<file path="config.mk">
export PLATFORM = sky130hd
export DESIGN_NAME = greek_to_latin_transliterator
export DESIGN_NICKNAME = d
export VERILOG_FILES = /design/src/sv/gtl_pkg.sv /design/src/sv/gtl_lookup.sv /design/src/sv/gtl_emit.sv /design/src/sv/greek_to_latin_transliterator.sv
export SDC_FILE = /design/constraint.sdc
export NUM_CORES = 1
export LEC_CHECK = 0
export BUFFER_PORTS_ARGS = -buffer_cell sky130_fd_sc_hd__buf_2
export CELL_PAD_IN_SITES_DETAIL_PLACEMENT = 0
export CELL_PAD_IN_SITES_GLOBAL_PLACEMENT = 2
export CORE_ASPECT_RATIO = 1.75
export CORE_MARGIN = 3
export CORE_UTILIZATION = 39
export DETAILED_ROUTE_END_ITERATION = 7
export PLACE_DENSITY = 0.9
export SYNTH_ARGS = -nofsm -noshare
export SYNTH_HDL_FRONTEND = slang
export SYNTH_SLANG_ARGS = --single-unit
</file>
<file path="constraint.sdc">
create_clock -name clk -period 2.85 [get_ports clk]
set_input_delay 0.285 -clock clk [delete_from_list [all_inputs] [get_ports clk]]
set_output_delay 0.285 -clock clk [all_outputs]
set_load 0.005 [all_outputs]
</file>
<file path="src/sv/gtl_pkg.sv">
// Shared types, character codes and the transliteration table for the transliterator.
package gtl_pkg;

	// One table entry: how many Latin bytes a code gives, and the bytes themselves.
	typedef struct packed {
		logic [7:0] code;
		logic [1:0] len;
		logic [7:0] c0;
		logic [7:0] c1;
		logic [7:0] c2;
	} gtl_ent_t;

	// Held nasal letter codes.
	localparam logic [2:0] ST_IDLE  = 3'd0;
	localparam logic [2:0] ST_MU_UP = 3'd1;
	localparam logic [2:0] ST_MU_LO = 3'd2;
	localparam logic [2:0] ST_NU_UP = 3'd3;
	localparam logic [2:0] ST_NU_LO = 3'd4;

	// Greek codes with special handling.
	localparam logic [7:0] CODE_MU_UP  = 8'd204;
	localparam logic [7:0] CODE_MU_LO  = 8'd236;
	localparam logic [7:0] CODE_NU_UP  = 8'd205;
	localparam logic [7:0] CODE_NU_LO  = 8'd237;
	localparam logic [7:0] CODE_PI_UP  = 8'd208;
	localparam logic [7:0] CODE_PI_LO  = 8'd240;
	localparam logic [7:0] CODE_TAU_UP = 8'd212;
	localparam logic [7:0] CODE_TAU_LO = 8'd244;

	// Latin replacements for the nasal clusters.
	localparam logic [7:0] CHR_B_UP = 8'd66;
	localparam logic [7:0] CHR_B_LO = 8'd98;
	localparam logic [7:0] CHR_D_UP = 8'd68;
	localparam logic [7:0] CHR_D_LO = 8'd100;

	// Builds one entry from its byte list.
	function automatic gtl_ent_t mk(input logic [7:0] code, input logic [1:0] len,
			input logic [7:0] c0, input logic [7:0] c1, input logic [7:0] c2);
		gtl_ent_t e;
		e.code = code;
		e.len  = len;
		e.c0   = c0;
		e.c1   = c1;
		e.c2   = c2;
		return e;
	endfunction

	// Transliteration table; codes without an entry pass through as one byte.
	function automatic gtl_ent_t xlat(input logic [7:0] b);
		gtl_ent_t e;
		unique case (b)
			8'd168: e = mk(b, 2'd1, 8'd34, 8'd0, 8'd0);
			8'd180: e = mk(b, 2'd1, 8'd39, 8'd0, 8'd0);
			8'd181: e = mk(b, 2'd2, 8'd39, 8'd34, 8'd0);
			8'd182: e = mk(b, 2'd1, 8'd39, 8'd0, 8'd0);
			8'd184: e = mk(b, 2'd2, 8'd39, 8'd69, 8'd0);
			8'd185: e = mk(b, 2'd2, 8'd39, 8'd72, 8'd0);
			8'd186: e = mk(b, 2'd2, 8'd39, 8'd73, 8'd0);
			8'd188: e = mk(b, 2'd2, 8'd39, 8'd79, 8'd0);
			8'd190: e = mk(b, 2'd2, 8'd39, 8'd89, 8'd0);
			8'd191: e = mk(b, 2'd2, 8'd39, 8'd87, 8'd0);
			8'd192: e = mk(b, 2'd3, 8'd105, 8'd34, 8'd39);
			8'd193: e = mk(b, 2'd1, 8'd65, 8'd0, 8'd0);
			8'd194: e = mk(b, 2'd1, 8'd86, 8'd0, 8'd0);
			8'd195: e = mk(b, 2'd1, 8'd71, 8'd0, 8'd0);
			8'd196: e = mk(b, 2'd1, 8'd68, 8'd0, 8'd0);
			8'd197: e = mk(b, 2'd1, 8'd69, 8'd0, 8'd0);
			8'd198: e = mk(b, 2'd1, 8'd90, 8'd0, 8'd0);
			8'd199: e = mk(b, 2'd1, 8'd72, 8'd0, 8'd0);
			8'd200: e = mk(b, 2'd1, 8'd56, 8'd0, 8'd0);
			8'd201: e = mk(b, 2'd1, 8'd73, 8'd0, 8'd0);
			8'd202: e = mk(b, 2'd1, 8'd75, 8'd0, 8'd0);
			8'd203: e = mk(b, 2'd1, 8'd76, 8'd0, 8'd0);
			8'd204: e = mk(b, 2'd1, 8'd77, 8'd0, 8'd0);
			8'd205: e = mk(b, 2'd1, 8'd78, 8'd0, 8'd0);
			8'd206: e = mk(b, 2'd2, 8'd75, 8'd83, 8'd0);
			8'd207: e = mk(b, 2'd1, 8'd79, 8'd0, 8'd0);
			8'd208: e = mk(b, 2'd1, 8'd80, 8'd0, 8'd0);
			8'd209: e = mk(b, 2'd1, 8'd82, 8'd0, 8'd0);
			8'd211: e = mk(b, 2'd1, 8'd83, 8'd0, 8'd0);
			8'd212: e = mk(b, 2'd1, 8'd84, 8'd0, 8'd0);
			8'd213: e = mk(b, 2'd1, 8'd89, 8'd0, 8'd0);
			8'd214: e = mk(b, 2'd1, 8'd70, 8'd0, 8'd0);
			8'd215: e = mk(b, 2'd1, 8'd88, 8'd0, 8'd0);
			8'd216: e = mk(b, 2'd2, 8'd80, 8'd83, 8'd0);
			8'd217: e = mk(b, 2'd1, 8'd87, 8'd0, 8'd0);
			8'd218: e = mk(b, 2'd2, 8'd34, 8'd73, 8'd0);
			8'd219: e = mk(b, 2'd2, 8'd34, 8'd89, 8'd0);
			8'd220: e = mk(b, 2'd2, 8'd97, 8'd39, 8'd0);
			8'd221: e = mk(b, 2'd2, 8'd101, 8'd39, 8'd0);
			8'd222: e = mk(b, 2'd2, 8'd104, 8'd39, 8'd0);
			8'd223: e = mk(b, 2'd2, 8'd105, 8'd39, 8'd0);
			8'd224: e = mk(b, 2'd3, 8'd121, 8'd34, 8'd39);
			8'd225: e = mk(b, 2'd1, 8'd97, 8'd0, 8'd0);
			8'd226: e = mk(b, 2'd1, 8'd118, 8'd0, 8'd0);
			8'd227: e = mk(b, 2'd1, 8'd103, 8'd0, 8'd0);
			8'd228: e = mk(b, 2'd1, 8'd100, 8'd0, 8'd0);
			8'd229: e = mk(b, 2'd1, 8'd101, 8'd0, 8'd0);
			8'd230: e = mk(b, 2'd1, 8'd122, 8'd0, 8'd0);
			8'd231: e = mk(b, 2'd1, 8'd104, 8'd0, 8'd0);
			8'd232: e = mk(b, 2'd1, 8'd56, 8'd0, 8'd0);
			8'd233: e = mk(b, 2'd1, 8'd105, 8'd0, 8'd0);
			8'd234: e = mk(b, 2'd1, 8'd107, 8'd0, 8'd0);
			8'd235: e = mk(b, 2'd1, 8'd108, 8'd0, 8'd0);
			8'd236: e = mk(b, 2'd1, 8'd109, 8'd0, 8'd0);
			8'd237: e = mk(b, 2'd1, 8'd110, 8'd0, 8'd0);
			8'd238: e = mk(b, 2'd2, 8'd107, 8'd115, 8'd0);
			8'd239: e = mk(b, 2'd1, 8'd111, 8'd0, 8'd0);
			8'd240: e = mk(b, 2'd1, 8'd112, 8'd0, 8'd0);
			8'd241: e = mk(b, 2'd1, 8'd114, 8'd0, 8'd0);
			8'd242: e = mk(b, 2'd1, 8'd115, 8'd0, 8'd0);
			8'd243: e = mk(b, 2'd1, 8'd115, 8'd0, 8'd0);
			8'd244: e = mk(b, 2'd1, 8'd116, 8'd0, 8'd0);
			8'd245: e = mk(b, 2'd1, 8'd121, 8'd0, 8'd0);
			8'd246: e = mk(b, 2'd1, 8'd102, 8'd0, 8'd0);
			8'd247: e = mk(b, 2'd1, 8'd120, 8'd0, 8'd0);
			8'd248: e = mk(b, 2'd2, 8'd112, 8'd115, 8'd0);
			8'd249: e = mk(b, 2'd1, 8'd119, 8'd0, 8'd0);
			8'd250: e = mk(b, 2'd2, 8'd105, 8'd34, 8'd0);
			8'd251: e = mk(b, 2'd2, 8'd121, 8'd34, 8'd0);
			8'd252: e = mk(b, 2'd2, 8'd111, 8'd39, 8'd0);
			8'd253: e = mk(b, 2'd2, 8'd121, 8'd39, 8'd0);
			8'd254: e = mk(b, 2'd2, 8'd119, 8'd39, 8'd0);
			default: e = mk(b, 2'd1, b, 8'd0, 8'd0);
		endcase
		return e;
	endfunction

	// Held letter code for a nasal input byte, idle for anything else.
	function automatic logic [2:0] nasal_of(input logic [7:0] b);
		logic [2:0] s;
		unique case (b)
			CODE_MU_UP: s = ST_MU_UP;
			CODE_MU_LO: s = ST_MU_LO;
			CODE_NU_UP: s = ST_NU_UP;
			CODE_NU_LO: s = ST_NU_LO;
			default:    s = ST_IDLE;
		endcase
		return s;
	endfunction

	// Latin letter written when a held nasal is flushed.
	function automatic logic [7:0] flush_of(input logic [2:0] s);
		logic [7:0] c;
		unique case (s)
			ST_MU_UP: c = 8'd77;
			ST_MU_LO: c = 8'd109;
			ST_NU_UP: c = 8'd78;
			ST_NU_LO: c = 8'd110;
			default:  c = 8'd0;
		endcase
		return c;
	endfunction

endpackage

</file>
<file path="src/sv/gtl_lookup.sv">
// Input stage: registers the accepted item together with its synchronous table read.
module gtl_lookup (
	input  logic              clk,
	input  logic              arst_n,
	input  logic              in_valid,
	output logic              in_ready,
	input  logic [7:0]        in_byte,
	input  logic              take,
	output logic              valid_s1,
	output gtl_pkg::gtl_ent_t ent_s1
);

	// The stage frees up when the sequencer takes its item.
	assign in_ready = !valid_s1 || take;

	// Stage valid flag.
	always_ff @(posedge clk or negedge arst_n) begin
		if (!arst_n) begin
			valid_s1 <= 1'b0;
		end else if (in_valid && in_ready) begin
			valid_s1 <= 1'b1;
		end else if (take) begin
			valid_s1 <= 1'b0;
		end
	end

	// Table read, data registered with the item.
	always_ff @(posedge clk) begin
		if (in_valid && in_ready) begin
			ent_s1 <= gtl_pkg::xlat(in_byte);
		end
	end

endmodule

</file>
<file path="src/sv/gtl_emit.sv">
// Output sequencer: resolves held nasals and streams up to four bytes, one per cycle while out_ready is high.
module gtl_emit (
	input  logic              clk,
	input  logic              arst_n,
	input  logic              valid_s1,
	input  gtl_pkg::gtl_ent_t ent_s1,
	output logic              take,
	output logic              out_valid,
	input  logic              out_ready,
	output logic [7:0]        out_byte,
	output logic              last
);

	logic [2:0] pend_q;
	logic [2:0] len_q;
	logic [1:0] ptr_q;
	logic [7:0] buf_q [4];

	logic [2:0] cur;
	logic [2:0] nx;
	logic [2:0] new_len;
	logic [2:0] new_pend;
	logic [7:0] seq [4];
	logic       fin;
	logic       out_fire;

	// Output handshake and end of the current sequence.
	assign out_valid = (len_q != 3'd0);
	assign out_byte  = buf_q[ptr_q];
	assign last      = ({1'b0, ptr_q} == (len_q - 3'd1));
	assign out_fire  = out_valid && out_ready;
	assign fin       = out_fire && last;
	assign take      = valid_s1 && (!out_valid || fin);

	// Work out the byte sequence and the next held letter for the waiting item.
	always_comb begin
		cur      = (pend_q > gtl_pkg::ST_NU_LO) ? gtl_pkg::ST_IDLE : pend_q;
		nx       = gtl_pkg::nasal_of(ent_s1.code);
		new_pend = gtl_pkg::ST_IDLE;
		new_len  = {1'b0, ent_s1.len};
		seq[0]   = ent_s1.c0;
		seq[1]   = ent_s1.c1;
		seq[2]   = ent_s1.c2;
		seq[3]   = 8'd0;
		if (cur == gtl_pkg::ST_IDLE) begin
			if (nx != gtl_pkg::ST_IDLE) begin
				new_len  = 3'd0;
				new_pend = nx;
			end
		end else if (nx != gtl_pkg::ST_IDLE) begin
			new_len  = 3'd1;
			seq[0]   = gtl_pkg::flush_of(cur);
			new_pend = nx;
		end else if ((cur == gtl_pkg::ST_MU_UP || cur == gtl_pkg::ST_MU_LO) &&
				(ent_s1.code == gtl_pkg::CODE_PI_UP || ent_s1.code == gtl_pkg::CODE_PI_LO)) begin
			new_len = 3'd1;
			seq[0]  = (cur == gtl_pkg::ST_MU_UP) ? gtl_pkg::CHR_B_UP : gtl_pkg::CHR_B_LO;
		end else if ((cur == gtl_pkg::ST_NU_UP || cur == gtl_pkg::ST_NU_LO) &&
				(ent_s1.code == gtl_pkg::CODE_TAU_UP ||
				ent_s1.code == gtl_pkg::CODE_TAU_LO)) begin
			new_len = 3'd1;
			seq[0]  = (cur == gtl_pkg::ST_NU_UP) ? gtl_pkg::CHR_D_UP : gtl_pkg::CHR_D_LO;
		end else begin
			new_len = {1'b0, ent_s1.len} + 3'd1;
			seq[0]  = gtl_pkg::flush_of(cur);
			seq[1]  = ent_s1.c0;
			seq[2]  = ent_s1.c1;
			seq[3]  = ent_s1.c2;
		end
	end

	// Sequence length, read pointer and held letter.
	always_ff @(posedge clk or negedge arst_n) begin
		if (!arst_n) begin
			pend_q <= gtl_pkg::ST_IDLE;
			len_q  <= 3'd0;
			ptr_q  <= 2'd0;
		end else if (take) begin
			pend_q <= new_pend;
			len_q  <= new_len;
			ptr_q  <= 2'd0;
		end else if (out_fire) begin
			if (fin) begin
				len_q <= 3'd0;
			end else begin
				ptr_q <= ptr_q + 2'd1;
			end
		end
	end

	// Byte buffer for the sequence being sent.
	always_ff @(posedge clk) begin
		if (take) begin
			buf_q <= seq;
		end
	end

endmodule

</file>
<file path="src/sv/greek_to_latin_transliterator.sv">
// Top level of the ISO-8859-7 to Latin transliterator.
//
//  channel   handshake             payload
//  input     in_valid / in_ready   in_byte
//  output    out_valid / out_ready out_byte, last
//
// An item passes through the table read stage and then sends zero to four bytes,
// one per cycle while out_ready is high; a held nasal only updates the held letter,
// sends no byte and leaves the output idle. The first byte passes through the table
// read register and then the output buffer. The output buffer sets the rate, and a
// new item is read from the table while the previous item's bytes are still sent.
// Reset clears the held letter and both stage valid flags; a stall on the output holds
// the current byte and, once the input stage is full, backs up the input.
module greek_to_latin_transliterator (
	input  logic       clk,
	input  logic       arst_n,
	input  logic       in_valid,
	output logic       in_ready,
	input  logic [7:0] in_byte,
	output logic       out_valid,
	input  logic       out_ready,
	output logic [7:0] out_byte,
	output logic       last
);

	logic              valid_s1;
	logic              take;
	gtl_pkg::gtl_ent_t ent_s1;

	// Table read stage.
	gtl_lookup u_lookup (
		.clk      (clk),
		.arst_n   (arst_n),
		.in_valid (in_valid),
		.in_ready (in_ready),
		.in_byte  (in_byte),
		.take     (take),
		.valid_s1 (valid_s1),
		.ent_s1   (ent_s1)
	);

	// Nasal resolution and byte output.
	gtl_emit u_emit (
		.clk       (clk),
		.arst_n    (arst_n),
		.valid_s1  (valid_s1),
		.ent_s1    (ent_s1),
		.take      (take),
		.out_valid (out_valid),
		.out_ready (out_ready),
		.out_byte  (out_byte),
		.last      (last)
	);

endmodule

</file>
### After elaboration in Yosys (flattened, before gate mapping)

Index checks and enable logic that the tools add are counted.
W data, S select, Z words.

* equal/unequal tests: 86
* magnitude comparators: 2
* $add $sub $neg: 3
* bitwise gates (word level): 1
* mux-type cells: 30
* reductions and logical operators: 26

Operators with widths (count)
* $pmux W26 S69: 1
* $eq A8 B8 Y1 const B: 80
* $mux W24: 3
* $mux W8: 5
* $mux W32: 1
* $pmux W7 S4: 1
* $mux W3: 9
* $bmux W8 S2: 1
* $mux W6: 2
* $pmux W3 S4: 1
* $mux W2: 4
* $eq A3 B2 Y1 const B: 2
* $logic_and A1 B1 Y1: 6
* $logic_or A1 B1 Y1: 6
* $reduce_bool A2 Y1: 3
* $reduce_bool A3 Y1: 2
* $reduce_or A2 Y1: 3
* $reduce_and A2 Y1: 2
* $reduce_or A4 Y1: 1
* $add A2 B1 Y3 const B: 1
* $eq A2 B3 Y1: 1
* $eq A3 B1 Y1 const B: 1
* $eq A3 B3 Y1 const B: 1
* $ge A3 B3 Y1 const B: 1
* 8 further kinds: 10

* logic and storage cells: 161
* bits of input ports: 12
* register bits: 75
* output and inout bits: 11

### Longest topological paths before layout

* word-level depth: 10
* gate-level depth with buffers: 9
* mapped depth without buffers: 8

### Cells and area by module

From an unflattened synthesis, not the netlist that was laid out.

* cells, all modules: 462
* area, all modules: 4780.8 sq um

By module, submodules not included
* gtl_lookup: cells an instance 302, area an instance 2536.2 sq um, instances 1, sequential area each 805.8 sq um
* gtl_emit: cells an instance 160, area an instance 2244.7 sq um, instances 1, sequential area each 1161.1 sq um

### Least setup slack after synthesis

OpenSTA, ideal clock, no wires.

* path kind: register -> register
* start: register u_emit.len_q[0]
* end: register u_emit.buf_q[10] (netlist bit), enable pin
* arrival: 2.147 ns
* cell stages (with the launch flop): 9
* slack: 0.323 ns
* period minus slack after synthesis: 2.527 ns
* setup time: 0.380 ns
* required time: 2.470 ns
* cells stage by stage: dfrtp_1 inv_1 ha_1 xnor2_1 nor3_1 a21oi_1 nand2b_1 clkbuf_2 inv_1

* longest elaborated chain between the ends: 5

Ends and longest elaborated chain
* start, declared: line gtl_emit.sv:15 `logic [2:0] len_q;`
* start signal, assigned: line gtl_emit.sv:80 `len_q <= new_len;`
* $sub A3 B1 Y3: line gtl_emit.sv:30 `assign last = ({1'b0, ptr_q} == (len_q - 3'd1));`
* $eq A2 B3 Y1: line gtl_emit.sv:30
* via last: line greek_to_latin_transliterator.sv:23 `output logic last`
* $logic_and A1 B1 Y1: line gtl_emit.sv:32 `assign fin = out_fire && last;`
* $logic_or A1 B1 Y1: line gtl_emit.sv:33 `assign take = valid_s1 && (!out_valid || fin);`
* $logic_and A1 B1 Y1: line gtl_emit.sv:33
* via take: line greek_to_latin_transliterator.sv:27 `logic take;`
* end signal, assigned: line gtl_emit.sv:94 `buf_q <= seq;`
* end, declared: line gtl_emit.sv:17 `logic [7:0] buf_q [4];`

The timed path passes the listed nets, and every way through them passes these cells.
A chain may end at the register's enable or synchronous reset.

### Final worst setup path

* start: register u_emit.len_q[0]
* end: register u_emit.buf_q[12] (netlist bit), enable pin

* longest elaborated chain between the ends: 5

Ends and longest elaborated chain (line)
* $sub A3 B1 Y3 / $reduce_bool A3 Y1 (equally long branches): gtl_emit.sv:30, gtl_emit.sv:28
* $eq A2 B3 Y1 / $logic_and A1 B1 Y1 (equally long branches): gtl_emit.sv:30, gtl_emit.sv:31
* $logic_and A1 B1 Y1: gtl_emit.sv:32
* $logic_or A1 B1 Y1 (*): gtl_emit.sv:33
* $logic_and A1 B1 Y1 (*): gtl_emit.sv:33
* via take: greek_to_latin_transliterator.sv:27

Mark *: on every way through the listed nets, which the timed path passes. The rest lies on a longest branch.

==> results.txt <==
Status: finished clean
Core box area: 9640 um2
Total wire length: 11.0 mm
Largest net degree at the start of global routing: 33
Post-synth top flop: edfxtp_1
Nets: 446
Area of the die: 11400 um2
Vias in the first global route: 3392
GPL Wtd Cong: 0.930
Fraction of the yosys area taken by sequential cells: 43.9%
Yosys cell types: 69
Total power: 3.69 mW
Hold path startpoint: in_valid
Leak: 1.73 nW
Peak supply drop: 0.416 mV
RSZ-0062 raised after global routing: false
Reg2Reg Setup Slack: 0.40 ns
Layout cells sized above 1: 17.7%
Crit path arrival time: 2.45 ns
Data required, critical path: 2.85 ns
Worst min-delay path class: in2reg
Chip width: 81.9 um
Starting Density: 40.8%
Endpoints failing hold: 0
Worst path most repeated cell: inv_1
Worst setup SP type: flip-flop
Initial antenna violation count: 0
WL/cell: 19.7 um
Syn Nets: 425
CP Cell Sequence: inv_1, ha_1, xnor2_1, nor3_1, a21oi_1, nand2b_1, inv_1, buf_4
Syn Area/Cell: 9.60 um2
# rows: 47
Post-Syn Instances: 410
Syn-to-layout area delta: 13.8%
CTS H-tree depth: 3
Worst-Margin Slew: 0.755 ns
CTS tree: done
Commonest cells in the netlist: 50 x edfxtp_1, 38 x nand2_1, 35 x nor2_1
Synth Register Bits: 59
Worst path slowest cell: dfrtp_1
Fmax: 408 MHz
DRC: 0
Clock sinks: 59
Pins over their slew limit: 0
Netlist Area Pre-Place: 3940 um2
Top area cells in the synthesized netlist: edfxtp_1 38%, dfrtp_1 5.7%, o21ai_0 3.9%
Crit end category: flip-flop
R2R Path Start: u_emit.len_q[0]
CTS Buf Count: 9
CP max FO: 26
# setup viols final: 0
P per Cell Area: 825 nW/um2
Max Cap Viol: 0
Worst hold slack: 0.153 ns
Root buffer cell: clkbuf_16
Final period util: 86.0%
Layout Skew: 0.00388 ns
Crit path largest cell delay: 0.37 ns
CP Class: reg2reg
Max-Slew Margin vs Limit: 49.0%
Synth top area share: 38.2%
# resized after CTS: 0
Synth area leader: edfxtp_1
Final min period: 2.45 ns
Total grt overflow: 0
Drt first pass iters: 5
Clk pin slew, worst setup/hold paths: 0.05 ns
Fillers: 943
I/O Buffers: 22
Tot GR Track Use: 20.4%
Asr flop ratio synth: 15.3%
Final antenna-violating net count: 0
Final Cell Area: 4480 um2
Starting DRT DRC Count: 137
First-pass GRT wire length: 17.5 mm
Via Count: 3389
# diodes: 0
Placed cell areas: 4180 um2
Die Height: 139 um
Cell with the most instances after synthesis: edfxtp_1
Setup_tns: 0 ns
Worst-skew pair later-pin latency: 0.32 ns
CP Launch Point: u_emit.len_q[0]
Hpwl dp: 8.52 mm
# IOs: 23
CTS Buffer Depth: 2
Drt via density: 6.07
YS warnings: 0
Final core utilization: 46.4%
Post-synth EDFFs: 50
what timing repair did:
item / 4_1_cts / 5_1_grt
hold buffers: 1 / 0
buffers inserted: 0 / 0
endpoints found under the hold margin: 9 / 0
critical path, delay by kind of cell (launching register included):
family	cells	cell delay, ns
AND/OR/NAND/NOR	2	0.64
XOR/XNOR	1	0.15
adder cells (fa/ha/maj)	1	0.31
buffers and inverters	3	0.46
AO/OA/AOI/OAI	1	0.18
flip-flops	1	0.37
power by group:
part / total, mW / internal [mW] / switching, mW
logic: 1.16 / 0.490 / 0.666
registers: 1.53 / 1.38 / 0.149
clock network: 1.01 / 0.666 / 0.343
total: 3.69 / 2.54 / 1.16
per-stage QoR:
stage / setup WS, ns / std cells
after floorplan: 0.323 / 410
after global placement: 0.368 / 541
after detailed placement: 0.375 / 541
after CTS: 0.395 / 558
after global routing: 0.145 / 558
final: 0.399 / 558
layout by cell type (no fill, tap or decap), types with 3 or more instances in the layout:
cell type	netlist	routed
edfxtp_1	50	50
nand2_1	38	38
nor2_1	35	35
o21ai_0	31	31
buf_4	1	23
buf_2	14	22
a21oi_1	20	20
nand3_1	13	13
and3_1	12	12
nor2b_1	11	11
inv_1	9	9
and2_1	9	9
clkbuf_16	0	9
dfrtp_1	9	9
nor3_1	8	8
nand2b_1	8	8
a21o_1	7	7
o31ai_1	6	6
mux2i_1	6	6
a211oi_1	6	6
a32oi_1	5	5
mux2_2	5	5
o22ai_1	5	5
xor2_1	4	4
a31oi_1	4	4
nand4b_1	4	4
mux4_2	4	4
a32o_1	4	4
xnor2_1	3	3
a21boi_0	3	3
nand4_1	3	3
a311oi_1	3	3
a221oi_1	3	3
ha_1	3	3
clkinv_2	0	3
logic make-up after synthesis:
| kind of cell | after synthesis | synth area share [%] |
|---|---|---|
| AO/OA/AOI/OAI | 122 | 21.4 |
| XOR/XNOR | 7 | 1.56 |
| adder cells (fa/ha/maj) | 3 | 0.954 |
| buffers and inverters | 45 | 5.63 |
| flip-flops | 59 | 43.9 |
| multiplexers | 18 | 6.20 |
| AND/OR/NAND/NOR | 156 | 20.4 |
worst paths after layout:
check / end / cells past startpoint
worst max-delay path: u_emit.buf_q[12] / 8
max in group asynchronous: u_emit.ptr_q[0] / 2
min in group asynchronous: u_lookup.valid_s1 / 2
worst min-delay path: u_lookup.valid_s1 / 2
worst max register to register: u_emit.buf_q[12] / 8
worst min register to register: u_emit.len_q[1] / 2
per-layer routing:
layer | GRT usage [%] | vias to the layer above | routed length [um]
met1 | 19.6 | 1611 | 3600
met2 | 36.7 | 135 | 6080
met4 | 15.6 | 0 | 862
li1 | - | 1588 | -
met3 | 3.12 | 55 | 417
met5 | 0 | - | 0
sequential cells by signal, indices dropped and copies added, names as in the netlist:
name / cells
u_emit.pend_q: 3
u_emit.len_q: 3
u_lookup.valid_s1: 1
u_emit.ptr_q: 2
u_lookup.ent_s1: 26
u_emit.buf_q: 24
cell type report:
type / instances / area [um2] / share of cell area, %
timing repair buffer: 46 / 293 / 6.54
tap: 122 / 153 / 3.41
inverter: 9 / 33.8 / 0.754
sequential: 59 / 1730 / 38.6
multi-input combinational: 306 / 1990 / 44.4
clock buffer: 10 / 229 / 5.11
clock inverter: 6 / 56.3 / 1.26
Power figures use the tool's default switching activity.
